`src/rtl/bpmc_pkg.sv`:
```
`default_nettype none

package bpmc_pkg;

	// Field widths
	localparam int TIME_W   = 32;
	localparam int THRESH_W = 16;
	localparam int CHAN_W   = 2;
	localparam int PERIOD_W = 10;
	localparam int STEP_W   = 2;
	localparam int IN_DATA_W  = 40;
	localparam int OUT_DATA_W = 24;

	// Register indexes
	localparam logic CFG_LONG_PRESS      = 1'b0;
	localparam logic CFG_VERY_LONG_PRESS = 1'b1;

	// Reset values of the thresholds
	localparam logic [THRESH_W-1:0] LONG_PRESS_RST      = 16'd1000;
	localparam logic [THRESH_W-1:0] VERY_LONG_PRESS_RST = 16'd2500;

	typedef enum logic [1:0] {
		EV_NONE      = 2'd0,
		EV_SHORT     = 2'd1,
		EV_LONG      = 2'd2,
		EV_VERY_LONG = 2'd3
	} press_event_t;

	typedef enum logic [1:0] {
		MODE_OFF   = 2'd0,
		MODE_BLINK = 2'd1,
		MODE_WAVE  = 2'd2
	} display_mode_t;

	// One result beat, before packing
	typedef struct packed {
		logic [PERIOD_W-1:0] wave_period_ms;
		logic [CHAN_W-1:0]   lamp_channel_d;
		logic [CHAN_W-1:0]   lamp_channel_c;
		logic [CHAN_W-1:0]   lamp_channel_b;
		logic [CHAN_W-1:0]   lamp_channel_a;
		display_mode_t       display_mode;
		press_event_t        press_event;
	} result_t;

	// Wave period for each step of the cycle
	function automatic logic [PERIOD_W-1:0] wave_period(input logic [STEP_W-1:0] step);
		logic [PERIOD_W-1:0] p;
		case (step)
			2'd0:    p = 10'd1000;
			2'd1:    p = 10'd500;
			2'd2:    p = 10'd300;
			2'd3:    p = 10'd100;
			default: p = 10'd1000;
		endcase
		return p;
	endfunction

endpackage

`default_nettype wire

```
`src/rtl/button_press_mode_controller_core.sv`:
```
// An accepted input beat passes the input register and then the result register
// on its way to m_tdata. Throughput: one beat per cycle; the two registers form
// a two-entry pipeline that advances whenever the result is taken or empty.
// Reset (arst_n low, asynchronous): pipeline empty, thresholds 1000/2500 ms,
// button released, press start 0, mode off, channels 0..3, wave period 1000 ms.
`default_nettype none

module button_press_mode_controller_core (
	input  wire                                 clk,
	input  wire                                 arst_n,
	input  wire                                 cfg_we,
	input  wire                                 cfg_index,
	input  wire  [bpmc_pkg::THRESH_W-1:0]       cfg_wdata,
	input  wire                                 s_tvalid,
	output logic                                s_tready,
	// [0] button_released, [32:1] time_ms, [39:33] zero
	input  wire  [bpmc_pkg::IN_DATA_W-1:0]      s_tdata,
	output logic                                m_tvalid,
	input  wire                                 m_tready,
	// [1:0] press_event, [3:2] display_mode, [5:4] lamp_channel_a,
	// [7:6] lamp_channel_b, [9:8] lamp_channel_c, [11:10] lamp_channel_d,
	// [21:12] wave_period_ms, [23:22] zero
	output logic [bpmc_pkg::OUT_DATA_W-1:0]     m_tdata
);
	import bpmc_pkg::*;

	logic                valid_s1;
	logic                level_s1;
	logic [TIME_W-1:0]   time_s1;
	logic                out_valid_q;
	result_t             out_q;
	result_t             result;
	press_event_t        press_event;
	logic                out_free;
	logic                advance;

	assign out_free = ~out_valid_q | m_tready;
	assign advance  = valid_s1 & out_free;
	assign s_tready = ~valid_s1 | advance;

	// Input register
	always_ff @(posedge clk or negedge arst_n) begin
		if (!arst_n) begin
			valid_s1 <= 1'b0;
		end else if (s_tready) begin
			valid_s1 <= s_tvalid;
		end
	end

	always_ff @(posedge clk) begin
		if (s_tvalid && s_tready) begin
			level_s1 <= s_tdata[0];
			time_s1  <= s_tdata[TIME_W:1];
		end
	end

	bpmc_classify u_classify (
		.clk             (clk),
		.arst_n          (arst_n),
		.cfg_we          (cfg_we),
		.cfg_index       (cfg_index),
		.cfg_wdata       (cfg_wdata),
		.advance         (advance),
		.button_released (level_s1),
		.time_ms         (time_s1),
		.press_event     (press_event)
	);

	bpmc_state u_state (
		.clk         (clk),
		.arst_n      (arst_n),
		.advance     (advance),
		.press_event (press_event),
		.result      (result)
	);

	// Result register
	always_ff @(posedge clk or negedge arst_n) begin
		if (!arst_n) begin
			out_valid_q <= 1'b0;
		end else if (out_free) begin
			out_valid_q <= valid_s1;
		end
	end

	always_ff @(posedge clk) begin
		if (advance) begin
			out_q <= result;
		end
	end

	assign m_tvalid = out_valid_q;
	assign m_tdata  = {{(OUT_DATA_W-$bits(result_t)){1'b0}}, out_q};

	a_no_drop: assert property (@(posedge clk) disable iff (!arst_n)
		out_valid_q && !m_tready |=> out_valid_q && $stable(out_q))
		else $error("pending result beat lost");

	a_ready_when_empty: assert property (@(posedge clk) disable iff (!arst_n)
		!valid_s1 |-> s_tready)
		else $error("input stalled with an empty pipeline");

	a_advance_fills: assert property (@(posedge clk) disable iff (!arst_n)
		advance |=> out_valid_q)
		else $error("advancing beat did not reach the result register");

endmodule

`default_nettype wire

```
`src/rtl/bpmc_classify.sv`:
```
`default_nettype none

module bpmc_classify (
	input  wire                                  clk,
	input  wire                                  arst_n,
	input  wire                                  cfg_we,
	input  wire                                  cfg_index,
	input  wire  [bpmc_pkg::THRESH_W-1:0]        cfg_wdata,
	input  wire                                  advance,
	input  wire                                  button_released,
	input  wire  [bpmc_pkg::TIME_W-1:0]          time_ms,
	output bpmc_pkg::press_event_t               press_event
);
	import bpmc_pkg::*;

	logic [THRESH_W-1:0] long_press_q;
	logic [THRESH_W-1:0] very_long_press_q;
	logic                prev_level_q;
	logic [TIME_W-1:0]   press_start_q;
	logic [TIME_W-1:0]   elapsed;
	logic                falling;
	logic                rising;

	// Threshold registers
	always_ff @(posedge clk or negedge arst_n) begin
		if (!arst_n) begin
			long_press_q      <= LONG_PRESS_RST;
			very_long_press_q <= VERY_LONG_PRESS_RST;
		end else if (cfg_we) begin
			case (cfg_index)
				CFG_LONG_PRESS:      long_press_q      <= cfg_wdata;
				CFG_VERY_LONG_PRESS: very_long_press_q <= cfg_wdata;
				default:             long_press_q      <= long_press_q;
			endcase
		end
	end

	// Detect edges against the previous sample
	assign falling = prev_level_q & ~button_released;
	assign rising  = ~prev_level_q & button_released;
	assign elapsed = time_ms - press_start_q;

	// Track level and capture press start on the falling edge
	always_ff @(posedge clk or negedge arst_n) begin
		if (!arst_n) begin
			prev_level_q  <= 1'b1;
			press_start_q <= '0;
		end else if (advance) begin
			prev_level_q <= button_released;
			if (falling) begin
				press_start_q <= time_ms;
			end
		end
	end

	// Classify the press on release, strict compares
	always_comb begin
		press_event = EV_NONE;
		if (rising) begin
			if (elapsed > {{(TIME_W-THRESH_W){1'b0}}, very_long_press_q}) begin
				press_event = EV_VERY_LONG;
			end else if (elapsed > {{(TIME_W-THRESH_W){1'b0}}, long_press_q}) begin
				press_event = EV_LONG;
			end else begin
				press_event = EV_SHORT;
			end
		end
	end

	a_press_start: assert property (@(posedge clk) disable iff (!arst_n)
		advance && falling |=> press_start_q == $past(time_ms))
		else $error("press start not captured on falling edge");

endmodule

`default_nettype wire

```
`src/rtl/bpmc_state.sv`:
```
`default_nettype none

module bpmc_state (
	input  wire                     clk,
	input  wire                     arst_n,
	input  wire                     advance,
	input  wire bpmc_pkg::press_event_t press_event,
	output bpmc_pkg::result_t       result
);
	import bpmc_pkg::*;

	display_mode_t       mode_q;
	display_mode_t       mode_next;
	logic [CHAN_W-1:0]   chan_q [4];
	logic [CHAN_W-1:0]   chan_next [4];
	logic [STEP_W-1:0]   step_q;
	logic [STEP_W-1:0]   step_next;

	// Next mode, channels and wave step
	always_comb begin
		mode_next = mode_q;
		step_next = step_q;
		for (int k = 0; k < 4; k++) begin
			chan_next[k] = chan_q[k];
		end
		case (press_event)
			EV_LONG: begin
				case (mode_q)
					MODE_OFF:   mode_next = MODE_BLINK;
					MODE_BLINK: mode_next = MODE_WAVE;
					default:    mode_next = MODE_BLINK;
				endcase
			end
			EV_SHORT: begin
				case (mode_q)
					MODE_OFF: mode_next = mode_q;
					MODE_BLINK: begin
						for (int k = 0; k < 4; k++) begin
							chan_next[k] = chan_q[k] + 2'd1;
						end
					end
					default: step_next = step_q + 2'd1;
				endcase
			end
			default: mode_next = mode_q;
		endcase
	end

	// Commit on each advancing beat
	always_ff @(posedge clk or negedge arst_n) begin
		if (!arst_n) begin
			mode_q <= MODE_OFF;
			step_q <= '0;
			for (int k = 0; k < 4; k++) begin
				chan_q[k] <= CHAN_W'(k);
			end
		end else if (advance) begin
			mode_q <= mode_next;
			step_q <= step_next;
			for (int k = 0; k < 4; k++) begin
				chan_q[k] <= chan_next[k];
			end
		end
	end

	// Result shows the state after this sample
	always_comb begin
		result.press_event    = press_event;
		result.display_mode   = mode_next;
		result.lamp_channel_a = chan_next[0];
		result.lamp_channel_b = chan_next[1];
		result.lamp_channel_c = chan_next[2];
		result.lamp_channel_d = chan_next[3];
		result.wave_period_ms = wave_period(step_next);
	end

	a_very_long_keeps_mode: assert property (@(posedge clk) disable iff (!arst_n)
		advance && press_event == EV_VERY_LONG |=> $stable(mode_q) && $stable(step_q))
		else $error("very long press changed state");

	a_chan_rotation: assert property (@(posedge clk) disable iff (!arst_n)
		chan_q[1] == chan_q[0] + 2'd1 && chan_q[2] == chan_q[0] + 2'd2
		&& chan_q[3] == chan_q[0] + 2'd3)
		else $error("lamp channels lost their rotation order");

	a_hold_when_stalled: assert property (@(posedge clk) disable iff (!arst_n)
		!advance |=> $stable(mode_q) && $stable(step_q) && $stable(chan_q[0]))
		else $error("state changed without an advancing beat");

endmodule

`default_nettype wire

```
`config.mk`:
```
export PLATFORM = sky130hd
export DESIGN_NAME = button_press_mode_controller_core
export DESIGN_NICKNAME = d
export VERILOG_FILES = /design/src/rtl/bpmc_pkg.sv /design/src/rtl/button_press_mode_controller_core.sv /design/src/rtl/bpmc_classify.sv /design/src/rtl/bpmc_state.sv
export SDC_FILE = /design/constraint.sdc
export NUM_CORES = 1
export LEC_CHECK = 0
export ABC_AREA = 1
export BUFFER_PORTS_ARGS = -buffer_cell sky130_fd_sc_hd__buf_2
export CAP_MARGIN = 20
export CORE_ASPECT_RATIO = 2
export CORE_MARGIN = 2
export CORE_UTILIZATION = 34
export DETAILED_ROUTE_END_ITERATION = 12
export PLACE_DENSITY = 0.57
export SYNTH_ARGS = -nofsm -noshare
export SYNTH_HDL_FRONTEND = slang
export SYNTH_HIERARCHICAL = 1
export SYNTH_SLANG_ARGS = --single-unit
export TNS_END_PERCENT = 5
```
`constraint.sdc`:
```
create_clock -name clk -period 6.3 [get_ports clk]
set_input_delay 1.26 -clock clk [delete_from_list [all_inputs] [get_ports clk]]
set_output_delay 1.26 -clock clk [all_outputs]
set_load 0.03 [all_outputs]
```
; ---- After elaboration in Yosys (flattened, before gate mapping)
; Index checks and enable logic that the tools add are counted.
[word_totals]
ff_bits = 134
input_bits = 62
output_inout_bits = 26
word_cells = 62
[classes]
add_sub_neg = 6
magnitude_cmp = 2
eq_ne = 6
muxes = 10
bitwise = 10
n_reduce_logical = 7
[op_table]
columns = operator, n
row1 = greater-than comparator 32 x 16 -> 1 bit, 2
row2 = one-hot mux 10 bit (4 select lines), 1
row3 = subtractor 32 bit, 1
row4 = two-way mux 8 bit, 2
row5 = two-way mux 2 bit, 7
row6 = "adder 2 x 1 -> 2 bit, second input constant", 5
row7 = "== test 2 x 1 -> 1 bit, second input constant", 3
row8 = "== test 2 bit, second input constant", 3
row9 = AND reduction 2 bit, 3
row10 = inverter 1 bit, 5
row11 = zero test 2 bit, 2
row12 = bitwise AND 1 bit, 3
row13 = OR 1 bit, 2
row14 = OR reduction 2 bit, 1
row15 = logical AND 1 bit, 1

; ---- Depth between registers and ports, before layout
; Gate-level depths: netlist of the first run.
[depth]
depth_word = 9
depth_mapped = 33
mapped_depth_nobuf = 33

; ---- Cells and area by module
; The synthesis of the first run kept the hierarchy.
[modules_own_cells]
columns = mod, n_inst, cells_each, area_each_um2, seq_area_each_um2
row1 = bpmc_classify, 1, 918, 5820.6, 1641.6
row2 = button_press_mode_controller_core, 1, 70, 1765.4, 1701.6
row3 = bpmc_state, 1, 117, 797.0, 305.3

; ---- Worst setup path after synthesis of the first run
; Ideal clock, no wire load.
[synth_timing]
path_type = register to register
startpoint = register u_classify.press_start_q[0]
endpoint = register out_q (netlist bit m_tdata[14]), data pin
setup_time_ns = 0.249
arrival_time_ns = 3.295
t_required_ns = 6.051
setup_slack_ns = 2.755
stages_incl_launch_ff = 29
path_buffers = 0
synth_period_minus_slack_ns = 3.545
cell_sequence = dfrtp_1 ha_1 fa_1 inv_1 nand3_1 nand3_1 nand3_1 nand3_1 xor2_1 ha_1 nand2_1 nor2_1 nand2_1 nor2_1 nand4_1 o21ai_0 nand3_1 nor2_1 nand2_1 nor2_2 nand3_1 nand2_1 inv_1 nor2_4 nand3_2 nand2_1 nand2_2 nor2_4 inv_2
[synth_lines]
columns = item, line_no
row1 = "start, declared", bpmc_classify.sv:19  ; logic [TIME_W-1:0] press_start_q;
row2 = "start signal, assigned", bpmc_classify.sv:51  ; press_start_q <= time_ms;
row3 = "end signal, assigned", button_press_mode_controller_core.sv:88  ; out_q <= result;
row4 = "end, declared", button_press_mode_controller_core.sv:31  ; result_t out_q;

==> results of run 1 <==
registers in the layout, indices dropped and copies added (netlist names):
name,cells
u_state/mode_q,2
u_state/step_q,2
u_state/chan_q,8
time_s1,32
u_classify/press_start_q,32
m_tdata,22
u_classify/long_press_q,16
m_tvalid,1
u_classify/very_long_press_q,16
valid_s1,1
u_classify/prev_level_q,1
level_s1,1
cell type report:
cell class                      instances  area [um^2]
Multi-Input combinational cell        716         3755
Tap cell                              290        362.8
Clock inverter                         13        157.7
Inverter                              236        885.9
Clock buffer                           19        432.9
Sequential cell                       134         3649
Timing Repair Buffer                   82        435.4
Fill cell                            2576        14650
layer usage:
layer | global-route usage [%] | vias up | share of wire [%]
li1 | - | 3574 | -
met1 | 15.97 | 3087 | 36
met2 | 33.34 | 111 | 57
met3 | 3.408 | 48 | 2.5
met4 | 9.755 | 0 | 4.7
met5 | 0 | - | 0
kinds of logic (layout without fill, tap and decap cells):
logic type,count (synthesis),in the layout,synth area share (%)
flip-flops,134,134,43.52
AND/OR/NAND/NOR,514,514,26.00
other,3,5,0.1343
AO/OA/AOI/OAI,117,117,7.149
buffers and inverters,257,350,11.85
adder cells (fa/ha/maj),64,64,9.642
multiplexers,1,1,0.1343
XOR/XNOR,15,15,1.567
path summary, 6_finish.rpt:
check                                                               end  cells after the start                          start  slack, ns
worst max-delay path                              m_tdata[11]$_DFFE_PP_                     28           time_s1[0]$_DFFE_PP_       1.67
worst min-delay path                      u_state/chan_q[1]$_DFFE_PN1P_                      2  u_state/chan_q[1]$_DFFE_PN1P_       0.48
worst max register to register                    m_tdata[11]$_DFFE_PP_                     28           time_s1[0]$_DFFE_PP_       1.67
worst min register to register            u_state/chan_q[1]$_DFFE_PN1P_                      2  u_state/chan_q[1]$_DFFE_PN1P_       0.48
max in group asynchronous           u_classify/prev_level_q$_DFFE_PN1P_                      2                         arst_n       4.54
min in group asynchronous       u_classify/long_press_q[11]$_DFFE_PN0P_                      1                         arst_n       0.79
metrics by stage:
stage / cells / setup WS, ns / instance area (um^2) / power [mW]
6_report: 1490 / 1.667 / 9678 / 3.923
5_1_grt: 1490 / 1.251 / 9678 / 4.255
4_1_cts: 1489 / 1.641 / 9658 / 3.971
3_5_place_dp: 1457 / 1.658 / 9067 / 2.939
3_3_place_gp: 1457 / 1.689 / 9067 / 2.908
2_1_floorplan: 1107 / 2.755 / 8391 / 2.465
synth_stat cells (all sizes together) (10+ instances only):
cell type	count	area, um^2
ha	63	788.3
dfstp	16	420.4
a21oi	62	310.3
o21ai	50	250.2
nand2	339	1303
nand3	49	255.3
edfxtp	55	1652
xor2	14	122.6
nor2	94	400.4
nand4	10	62.56
dfrtp	63	1577
inv	236	885.9
clkbuf	12	46.29
report_power, final:
part | leakage [nW] | internal (mW) | switching (mW)
clock network | 0.280 | 0.618 | 0.377
logic | 3.44 | 0.583 | 1.14
registers | 1.43 | 1.12 | 0.0881
total | 5.15 | 2.32 | 1.60
worst min-delay path: cells and delay by family, from the launching register on:
kind / cells / cell delay [ns]
simple gates: 2 / 0.11
flops: 1 / 0.37
==> flow_summary.toml, run 1 <==
[synth]
async_flop_share_pct = 58.96
syn_inst = 1105
synth_warnings = 6
synth_seq_cells = 134
synth_flop_cell = "dfrtp_1"
syn_area_per_cell_um2 = 7.586
netlist_area_um2 = 8383
synth_edf_count = 55
yosysUniqueCellTypes = 37
yosysSeqAreaShare_pct = 43.52

[cts]
root_buffer = "clkbuf_16"
path_clk_slew_ns = 0.06
numClockSinks = 134
numCtsBuffers = 17
htreeDepth = 4
cts.hold.buffers_added = 0
postCtsSetupRepairBufs = 0
cts_tree = "built"
max-clock-path-buffers = 2
cts_resized = 0
worstSkewPairLatency_ns = 0.43

[timing]
fmax_mhz = 215.8
maxSlewViolCount = 0
worst_slew_pin_slew_ns = 0.9593
finalCriticalPeriod_ns = 4.633
relSlewSlack_pct = 35.89
setup_viol = 0
final_hold_viol_count = 0
fin_skew_ns = 0.006187
setup_tns_ns = 0
whs_ns = 0.4800
min_period_over_period_pct = 73.55
rsz0062_at_grt = "no"

[layout]
final_common_cell = "nand2_1"
drive_gt1_share_pct = 14.08
antenna_cells = 0
final_cell_mix = "326 x nand2_1, 229 x inv_1, 81 x nor2_1"
nNetsFinal = 1313
syn_to_final_growth_pct = 15.45
final_util_pct = 39.79

[die]
die_w_um = 115.0
design.core.area_um2 = 24320
die_area_um2 = 26000
die_h_um = 226.1
ios = 88
rows = 81
start_util_pct = 34.47

[setup_path]
critPathLaunchType = "flop"
crit_fanout = 4
cp.arrival_ns = 4.82
path_buf_inv = 4
crit_family = "simple AND/OR/NAND/NOR gates"
cp.required_ns = 6.49
cpMostUsedCell = "nand3_1"
slowest_delay_ns = 0.40
crit_slowest_cell = "fa_1"
cp-end-kind = "flop"
crit_type = "flop to flop"

[run]
drv_cap = 0

[drt]
vias_per_cell = 4.577
drt-total-wl_um = 20970
wire_per_inst_um = 14.07
drt_iter0_markers = 201
drcViolationCount = 0
first_pass_iters = 4
antenna_left = 0
num_vias = 6820

[power_and_ir_drop]
ir_drop_mv = 0.1808
p_leak_nw = 5.151
p_per_area_nw_per_um2 = 405.3

[placement]
finalWeightedCongestion = 0.9080
hpwl_um = 16450
numPortBuffers = 78

[grt]
antenna_found_initial = 0
first_global_vias = 6974
grt_max_degree = 64
grt_usage_pct = 17.13
grt_overflow = 0
grt_pass1_wl_um = 33750

[worst_hold_path]
hold_class = "flop to flop"

[run_status]
status = "complete, no violations"
Note: power is estimated with default switching activity, not from simulation.
==> inputs of run 2 (changes only) <==
--- a/config.mk
+++ b/config.mk
@@ -12,7 +12,7 @@
 export CORE_MARGIN = 2
 export CORE_UTILIZATION = 34
 export DETAILED_ROUTE_END_ITERATION = 12
-export PLACE_DENSITY = 0.57
+export PLACE_DENSITY = 0.59
 export SYNTH_ARGS = -nofsm -noshare
 export SYNTH_HDL_FRONTEND = slang
 export SYNTH_HIERARCHICAL = 1
==> constraint.sdc (replaced) <==
create_clock -name clk -period 4.1 [get_ports clk]
set_input_delay 0.82 -clock clk [delete_from_list [all_inputs] [get_ports clk]]
set_output_delay 0.82 -clock clk [all_outputs]
set_load 0.03 [all_outputs]
==> run 2 against run 1 <==
  * Combinational power increased by 97%
  * Highest routed layer unchanged
  * Sequential power increased by 55%
  * Die area unchanged
  * Final area increased by 11%
  * Clock skew increased by 0.0052 ns
  * Utilization increased by 4.5 points
  * Fmax increased by 14%
  * Final cell count increased by 5.5%
  * Total power increased by 75%
  * Critical endpoint is now m_tdata[9]$_DFFE_PP_
  * Routed wire length increased by 5.5%
  * Clock-buffer cell count unchanged
==> flow_summary.toml, run 2 (synthesis results as in run 1) <==
[setup_path]
r2r_cells = 27
crit_type = "flop to flop"
crit_family = "simple AND/OR/NAND/NOR gates"
cp.required_ns = 4.28
r2r_start = "time_s1[6]$_DFFE_PP_"
cp-end-kind = "flop"
critPathLaunchType = "flop"
cp.arrival_ns = 4.24
cpMostUsedCell = "nand2_2"
slowest_delay_ns = 0.47
r2r_setup_slack_ns = 0.04
crit_slowest_cell = "edfxtp_1"
r2r-end = "m_tdata[9]$_DFFE_PP_"
crit_fanout = 4
path_buf_inv = 3

[grt]
met1_usage_pct = 16.03
grt_usage_pct = 17.67
grt_max_degree = 64
grt_util_met3_pct = 3.060
busiest_layer = "met2"
first_global_vias = 7267
grt_overflow = 0
grt_pass1_wl_um = 34710
grtUsageMet2_pct = 35.03
antenna_found_initial = 0

[run_status]
status = "complete, no violations"

[timing]
setup_slack_ns = 0.04254
fmax_mhz = 246.5
setup_tns_ns = 0
fin_skew_ns = 0.01135
maxSlewViolCount = 0
relSlewSlack_pct = 34.24
setup_viol = 0
min_period_over_period_pct = 98.96
finalCriticalPeriod_ns = 4.057
whs_ns = 0.4474
worst_slew_pin_slew_ns = 0.9840
final_hold_viol_count = 0
rsz0062_at_grt = "yes"

[layout]
nNetsFinal = 1395
drive_gt1_share_pct = 25.74
fin_cells = 1572
antenna_cells = 0
fillers = 2488
final_cell_area_um2 = 10760
final_util_pct = 44.25
final_cell_mix = "300 x nand2_1, 218 x inv_1, 84 x buf_4"
syn_to_final_growth_pct = 28.39
final_common_cell = "nand2_1"

[placement]
dpl_worst_slack_ns = -0.3149
hpwl_um = 17160
numPortBuffers = 78
place_area_um2 = 9615
finalWeightedCongestion = 0.8869
dpl.cell_count = 1530

[drt]
antenna_left = 0
drcViolationCount = 0
num_vias = 7198
first_pass_iters = 6
wire_per_inst_um = 14.07
drt_iter0_markers = 296
drt-total-wl_um = 22120
vias_per_cell = 4.579

[cts]
htreeDepth = 4
path_clk_slew_ns = 0.06
cts_tree = "built"
numClockSinks = 134
root_buffer = "clkbuf_16"
worstSkewPairLatency_ns = 0.43
numCtsBuffers = 17
cts.hold.buffers_added = 0
max-clock-path-buffers = 2

[power_and_ir_drop]
p_leak_nw = 5.604
p_per_area_nw_per_um2 = 638.5
total_power_mw = 6.872
ir_drop_mv = 0.2519

[die]
die_w_um = 115.0
rows = 81
die_h_um = 226.1
ios = 88
start_util_pct = 34.47
die_area_um2 = 26000
design.core.area_um2 = 24320

[worst_hold_path]
hold_class = "primary input to async pin"

[run]
drv_cap = 0
run 2: worst max-delay path by stage:
stage / startpoint / end / slack [ns] / cells past startpoint
2_1_floorplan: u_classify/press_start_q[0]$_DFFE_PN0P_ / m_tdata[14]$_DFFE_PP_ / 0.56 / 28
3_3_place_gp: time_s1[10]$_DFFE_PP_ / m_tdata[9]$_DFFE_PP_ / -0.23 / 25
3_5_place_dp: time_s1[10]$_DFFE_PP_ / m_tdata[9]$_DFFE_PP_ / -0.31 / 25
4_1_cts: time_s1[0]$_DFFE_PP_ / m_tdata[9]$_DFFE_PP_ / 0.001 / 28
5_1_grt: time_s1[6]$_DFFE_PP_ / m_tdata[7]$_DFFE_PP_ / -0.17 / 27
6_report: time_s1[6]$_DFFE_PP_ / m_tdata[9]$_DFFE_PP_ / 0.04 / 27
run 2: metal layers:
| layer | up-vias | share of wire [%] |
|---|---|---|
| met5 | - | 0 |
| met4 | 0 | 5.1 |
| met3 | 48 | 2.2 |
| met2 | 105 | 59 |
| met1 | 3314 | 34 |
| li1 | 3731 | - |
run 2: worst register-to-register path: stages (launching register included):
cell and delay (ns):
edfxtp_1 0.47, ha_4 0.28, nand2_2 0.06, nand2_2 0.07, nand2_2 0.07, nand2_2 0.06
buf_6 0.11, nand3b_1 0.24, xor2_2 0.24, ha_1 0.32, nand2_1 0.06, nor2_2 0.14
nand2_2 0.09, nor2_4 0.13, nand4_1 0.11, o21ai_2 0.09, nand3_1 0.08, nor2_1 0.14
nand2_1 0.08, nor2_2 0.12, nand3_1 0.10, nand2_1 0.09, inv_2 0.06, inv_2 0.07
nand2_4 0.06, nor2_4 0.20, nand3_2 0.11, and2_4 0.14
run 2: layout make-up:
cell class	count	area, um^2	share of cell area (%)
Timing Repair Buffer	164	1050	9.754
Tap cell	290	362.8	3.371
Clock buffer	19	442.9	4.115
Sequential cell	134	3649	33.90
Clock inverter	13	177.7	1.651
Multi-Input combinational cell	716	4195	38.98
Inverter	236	885.9	8.231
run 2: what timing repair did:
item / 4_1_cts / 5_1_grt
pin swaps: 3 / 45
buffers inserted: 1 / 9
endpoints found under the setup margin: 28 / 29
gates resized for setup: 34 / 66
run 2: power by group:
part           switching [mW]  leakage, nW  internal (mW)
Clock                   0.576        0.294           1.03
Sequential              0.155         1.43           1.72
Combinational            1.99         3.88           1.40
